$ cat src/rtl/sirt_pkg.sv
`default_nettype none

package sirt_pkg;

   localparam int DEFAULT_TABLE_DEPTH = 64;

   localparam int TIME_W   = 11;
   localparam int ROOM_W   = 8;
   localparam int STATUS_W = 3;
   localparam int SLOT_W   = 6;
   localparam int COUNT_W  = 7;

   localparam logic [TIME_W-1:0] MINUTE_LIMIT = 11'd1439;

   localparam logic ACT_INSERT = 1'b0;
   localparam logic ACT_FIND   = 1'b1;

   localparam logic [STATUS_W-1:0] ST_INSERTED = 3'd0;
   localparam logic [STATUS_W-1:0] ST_OVERLAP  = 3'd1;
   localparam logic [STATUS_W-1:0] ST_FULL     = 3'd2;
   localparam logic [STATUS_W-1:0] ST_INVALID  = 3'd3;
   localparam logic [STATUS_W-1:0] ST_FOUND    = 3'd4;
   localparam logic [STATUS_W-1:0] ST_NOTFOUND = 3'd5;

   typedef struct packed {
      logic              action;
      logic [TIME_W-1:0] start_time;
      logic [TIME_W-1:0] stop_time;
      logic [ROOM_W-1:0] room_tag;
   } req_type;

   typedef struct packed {
      logic [STATUS_W-1:0] status;
      logic [SLOT_W-1:0]   slot;
      logic [TIME_W-1:0]   found_stop;
      logic [ROOM_W-1:0]   found_room;
      logic [COUNT_W-1:0]  entry_count;
   } rsp_type;

   // one stored interval
   typedef struct packed {
      logic [TIME_W-1:0] start_time;
      logic [TIME_W-1:0] stop_time;
      logic [ROOM_W-1:0] room_tag;
   } entry_type;

   // compare results of one cell against the pending request
   typedef struct packed {
      logic ahead;   // occupied and ends at or before the new start
      logic clash;   // occupied and overlaps the new interval
      logic match;   // occupied and start equals the key
   } cell_flags_type;

   // broadcast from the top level to every cell
   typedef struct packed {
      logic      write_en;
      entry_type entry;
   } cell_ctl_type;

   typedef enum logic [1:0] {
      ST_IDLE,
      ST_CMP,
      ST_COMMIT
   } state_type;

endpackage

`default_nettype wire

$ cat src/rtl/sirt_cell.sv
`default_nettype none

module sirt_cell #(
   parameter int IDX   = 0,
   parameter int CNT_W = 7
) (
   input  wire logic                    clock,
   input  wire logic [CNT_W-1:0]        count,
   input  wire sirt_pkg::cell_ctl_type  ctl,
   input  wire sirt_pkg::entry_type     prev_entry,
   input  wire logic                    prev_ahead,
   output logic                         ahead,
   output sirt_pkg::entry_type          entry,
   output sirt_pkg::cell_flags_type     flags
);
   import sirt_pkg::*;

   entry_type      entry_ff, entry_in;
   cell_flags_type flags_ff, flags_in;
   logic           occupied;
   logic           after;

   assign occupied = CNT_W'(IDX) < count;
   assign after    = ctl.entry.stop_time <= entry_ff.start_time;

   always_comb begin
      flags_in.ahead = occupied && (entry_ff.stop_time <= ctl.entry.start_time);
      flags_in.clash = occupied && !flags_in.ahead && !after;
      flags_in.match = occupied && (entry_ff.start_time == ctl.entry.start_time);
   end

   // below the insert point: keep; at it: load new; above it: take neighbor
   always_comb begin
      entry_in = entry_ff;
      if (ctl.write_en && !flags_ff.ahead) begin
         if (prev_ahead) begin
            entry_in = ctl.entry;
         end else begin
            entry_in = prev_entry;
         end
      end
   end

   always_ff @(posedge clock) begin
      entry_ff <= entry_in;
      flags_ff <= flags_in;
   end

   assign entry = entry_ff;
   assign flags = flags_ff;
   assign ahead = flags_ff.ahead;

endmodule

`default_nettype wire

$ cat config.mk
export PLATFORM = sky130hd
export DESIGN_NAME = sirt_cell
export DESIGN_NICKNAME = d
export VERILOG_FILES = /design/src/rtl/sirt_pkg.sv /design/src/rtl/sirt_cell.sv
export SDC_FILE = /design/constraint.sdc
export NUM_CORES = 1
export LEC_CHECK = 0
export BUFFER_PORTS_ARGS = -buffer_cell sky130_fd_sc_hd__buf_2
export CORE_ASPECT_RATIO = 0.8
export CORE_MARGIN = 5
export CORE_UTILIZATION = 46
export CTS_CLUSTER_SIZE = 30
export DETAILED_ROUTE_END_ITERATION = 10
export GPL_TIMING_DRIVEN = 0
export PLACE_DENSITY = 0.79
export SYNTH_ARGS = -nofsm -noshare
export SYNTH_HDL_FRONTEND = slang
export SYNTH_SLANG_ARGS = --single-unit
$ cat constraint.sdc
create_clock -name clock -period 3.2 [get_ports clock]
set_input_delay 0.8 -clock clock [delete_from_list [all_inputs] [get_ports clock]]
set_output_delay 0.8 -clock clock [all_outputs]
set_load 0.01 [all_outputs]
==> summary.txt <==
Clock network
  – Hold Buf Count CTS: 0
  – Resized cells post-CTS: 0
  – Cts bufs inserted: 5
  – Number of sinks handled by clock tree synthesis: 33
  – H-Tree Level Count: 2
  – Maximum clock path buffer count: 2
  – CTS tree: yes
  – Clock latency on the worst-skew pair: 0.28 ns
  – Clk root buf: sky130_fd_sc_hd__clkbuf_8
  – CTS clk-pin slew, worst paths: 0.07 ns
  – Postcts setup bufs: 0

Setup path
  – Critical Path Source Type: primary input
  – Maximum single-stage delay on the critical path: 0.50 ns
  – Endpoint class of the critical path: flop
  – Crit path DAT: 2.20 ns
  – Start-to-end type of the worst setup path: in -> reg
  – Sequence of cells on the critical path: buf_2 > ha_1 > a21oi_1 > o21ai_0 > or4_1 > and4_1
  – Required time of the worst setup path: 3.38 ns
  – Peak fanout along the critical path: 2
  – Worst path slowest cell: sky130_fd_sc_hd__or4_1

Timing
  – Rel. slew slack: 0.4322
  – Max frequency: 495.8 MHz
  – Final WS setup: 1.183 ns
  – Slew at the pin closest to its max-slew limit: 0.8499 ns
  – Hold Vio Cnt, Final: 0
  – Final Skew: 0.003721 ns
  – RSZ-0062 raised after global routing: false
  – Min cycle time layout: 2.017 ns
  – Max Slew Vio Count: 0
  – Setup TNS: 0 ns
  – Setup-violating endpoint count in the final report: 0
  – Period Utilization, post-route: 0.6303

Placed design
  – RD Place Congestion: 0.8071
  – Dpl ws: 0.9060 ns
  – Number of input and output port buffers inserted: 102
  – HPWL after detailed placement: 4268 um
  – Area after DPL: 0.002619 sq mm
  – Instance count after placement with tap cells included: 322

Global route
  – GR Util All Layers: 0.1795
  – Number of global-route vias before repair: 1,713
  – Total grt overflow: 0
  – Global-route wire length before repair: 8224 um
  – Antenna violations before repair: 0
  – Maximum number of pins on one net before global-route repair: 31

Detailed routing
  – First-pass iteration count of the detailed router: 4
  – Post-route DRC violation count: 0
  – Number of vias per cell after detailed routing: 5.000
  – WL final: 5163 um
  – Total number of vias: 1,650
  – Drt initial violations: 36
  – Number of nets with antenna violations after detailed routing: 0
  – Routed len/inst: 15.65 um

Floorplanning
  – Die height: 69.41 um
  – Number of placed I/O pins: 104
  – Die Footprint: 0.005848 sq mm
  – Starting density of the core: 0.4797
  – Row cnt: 21
  – Core area: 0.004230 sq mm
  – Die extent in x: 84.26 um

Synth
  – Multiplexer share of the synthesized area: 0.1665
  – XOR/XNOR share of the synthesized area: 0.04747
  – Synthesized area per cell: 12.45 sq um
  – Compound-cell area share of the yosys netlist: 0.05055
  – Cell variety after synth: 27
  – Syn Inst Count: 163
  – Post-synthesis instance area: 0.002029 sq mm
  – Post-synthesis adder-cell area fraction: 0.1356
  – Share of synthesized area occupied by flip-flops and latches: 0.4735
  – Number of synthesized register bits: 33
  – Synthesis Warnings: 0
  – Dominant combinational cell family by area after synthesis: multiplexers
  – Net Count, Synth: 255
  – Synthesized-area fraction occupied by and/or/nand/nor cells: 0.07645

Final layout
  – Finished layout cell area: 0.002710 sq mm
  – Sequential cell area: 960.9 sq um
  – Layout net count: 364
  – Multi-input gate area: 974.7 sq um
  – Layout overhead on the synthesized area: 33.54%
  – Antenna cell count: 0
  – Share of final-layout standard cells stronger than drive strength 1: 0.5238
  – Non-filler instance count after layout: 330
  – Fill cells: 357

Power
  – Peak supply drop: 307.9 uV
  – Total power per unit cell area: 400.0 mW/mm^2
  – Total leakage power: 1.271 nW

Hold path
  – Class of the tightest hold or removal check: reg -> reg

Job
  – Max-capacitance violation count: 0

Status
  – Run status: complete, no violations
[Yosys cell counts]
cell type / count / area share
sky130_fd_sc_hd__a211oi_1: 2 / 0.0074
sky130_fd_sc_hd__a21o_1: 2 / 0.0074
sky130_fd_sc_hd__a21oi_1: 7 / 0.017
sky130_fd_sc_hd__a41oi_1: 1 / 0.0043
sky130_fd_sc_hd__and4_1: 1 / 0.0043
sky130_fd_sc_hd__buf_4: 1 / 0.0037
sky130_fd_sc_hd__clkbuf_1: 3 / 0.0055
sky130_fd_sc_hd__dfxtp_1: 3 / 0.030
sky130_fd_sc_hd__edfxtp_1: 30 / 0.44
sky130_fd_sc_hd__ha_1: 22 / 0.14
sky130_fd_sc_hd__inv_1: 22 / 0.041
sky130_fd_sc_hd__mux2_2: 30 / 0.17
sky130_fd_sc_hd__nand2_1: 2 / 0.0037
sky130_fd_sc_hd__nand2b_1: 1 / 0.0031
sky130_fd_sc_hd__nand3_1: 2 / 0.0049
sky130_fd_sc_hd__nand3b_1: 1 / 0.0037
sky130_fd_sc_hd__nand4_1: 7 / 0.022
sky130_fd_sc_hd__nor2_1: 5 / 0.0092
sky130_fd_sc_hd__nor2b_1: 1 / 0.0031
sky130_fd_sc_hd__nor4_1: 1 / 0.0031
sky130_fd_sc_hd__nor4_4: 1 / 0.010
sky130_fd_sc_hd__o21ai_0: 3 / 0.0074
sky130_fd_sc_hd__o21ai_1: 1 / 0.0025
sky130_fd_sc_hd__o31a_1: 1 / 0.0043
sky130_fd_sc_hd__or4_1: 1 / 0.0037
sky130_fd_sc_hd__or4_4: 1 / 0.0055
sky130_fd_sc_hd__xnor2_1: 11 / 0.047
[kinds of logic after synthesis]
logic type | count (synthesis)
multiplexers | 30
buffers and inverters | 26
flip-flops | 33
XOR/XNOR | 11
AO/OA/AOI/OAI | 17
adder cells (fa/ha/maj) | 22
AND/OR/NAND/NOR | 24
[state kept, by name (all words and copies together), names as in the netlist]
signal  count
flags       2
entry      30
ahead       1
[final cells by class]
| class | count | share of cell area |
|---|---|---|
| clock buffers | 6 | 0.03047 |
| plain buffers | 4 | 0.006925 |
| well taps | 57 | 0.02632 |
| multi-input cells | 104 | 0.3596 |
| inverters | 22 | 0.03047 |
| flip-flops and latches | 33 | 0.3546 |
| clock inverters | 2 | 0.003232 |
| repair buffers | 102 | 0.1884 |
[power by group]
group / switching, mW / internal, mW / leakage [nW]
sequential: 0.0170 / 0.509 / 0.304
combinational: 0.117 / 0.120 / 0.919
clock: 0.150 / 0.170 / 0.0486
[critical path, delay by kind of cell]
kind | cells | cell delay (ns)
buffers and inverters | 1 | 0.11
AO/OA/AOI/OAI | 2 | 0.30
adder cells (fa/ha/maj) | 1 | 0.30
AND/OR/NAND/NOR | 2 | 0.68
[metal layers]
metal / GRT usage / wire length [um]
met1: 0.2236 / 2250
met2: 0.3012 / 2552
met3: 0.05463 / 308
met4: 0.04821 / 52
met5: 0 / 0
[worst paths after layout]
kind	startpoint	endpoint	slack, ns	depth (start not counted)
hold / removal	entry[28]	flags[0]	0.62	3
setup reg to reg	entry[27]	flags[1]	1.39	6
hold reg to reg	entry[28]	flags[0]	0.62	3
setup / recovery	ctl[16]	flags[1]	1.18	6
[stage by stage]
step	hold WS [ns]	util	total power [mW]
finish	0.6249	0.6406	1.084
global route	0.6794	0.6406	1.143
CTS	0.6289	0.6406	1.094
detailed placement	0.6185	0.6190	0.7740
global placement	0.6080	0.6173	0.7658
floorplan	0.6243	-	0.6644
[layout by cell type (no fill, tap or decap)]
cell type / synthesis / final
sky130_fd_sc_hd__a211oi_1: 2 / 2
sky130_fd_sc_hd__a21o_1: 2 / 2
sky130_fd_sc_hd__a21oi_1: 7 / 7
sky130_fd_sc_hd__a41oi_1: 1 / 1
sky130_fd_sc_hd__and4_1: 1 / 1
sky130_fd_sc_hd__buf_2: 0 / 102
sky130_fd_sc_hd__buf_4: 1 / 1
sky130_fd_sc_hd__clkbuf_1: 3 / 3
sky130_fd_sc_hd__clkbuf_8: 0 / 6
sky130_fd_sc_hd__clkinv_1: 0 / 1
sky130_fd_sc_hd__clkinv_2: 0 / 1
sky130_fd_sc_hd__dfxtp_1: 3 / 3
sky130_fd_sc_hd__edfxtp_1: 30 / 30
sky130_fd_sc_hd__ha_1: 22 / 22
sky130_fd_sc_hd__inv_1: 22 / 22
sky130_fd_sc_hd__mux2_2: 30 / 30
sky130_fd_sc_hd__nand2_1: 2 / 2
sky130_fd_sc_hd__nand2b_1: 1 / 1
sky130_fd_sc_hd__nand3_1: 2 / 2
sky130_fd_sc_hd__nand3b_1: 1 / 1
sky130_fd_sc_hd__nand4_1: 7 / 7
sky130_fd_sc_hd__nor2_1: 5 / 5
sky130_fd_sc_hd__nor2b_4: 0 / 1
sky130_fd_sc_hd__nor4_1: 1 / 1
sky130_fd_sc_hd__nor4_4: 1 / 1
sky130_fd_sc_hd__o21ai_0: 3 / 3
sky130_fd_sc_hd__o21ai_1: 1 / 1
sky130_fd_sc_hd__o31a_1: 1 / 1
sky130_fd_sc_hd__or4_1: 1 / 1
sky130_fd_sc_hd__or4_4: 1 / 1
sky130_fd_sc_hd__xnor2_1: 11 / 11
No activity file was read; power rests on OpenSTA's default activity.
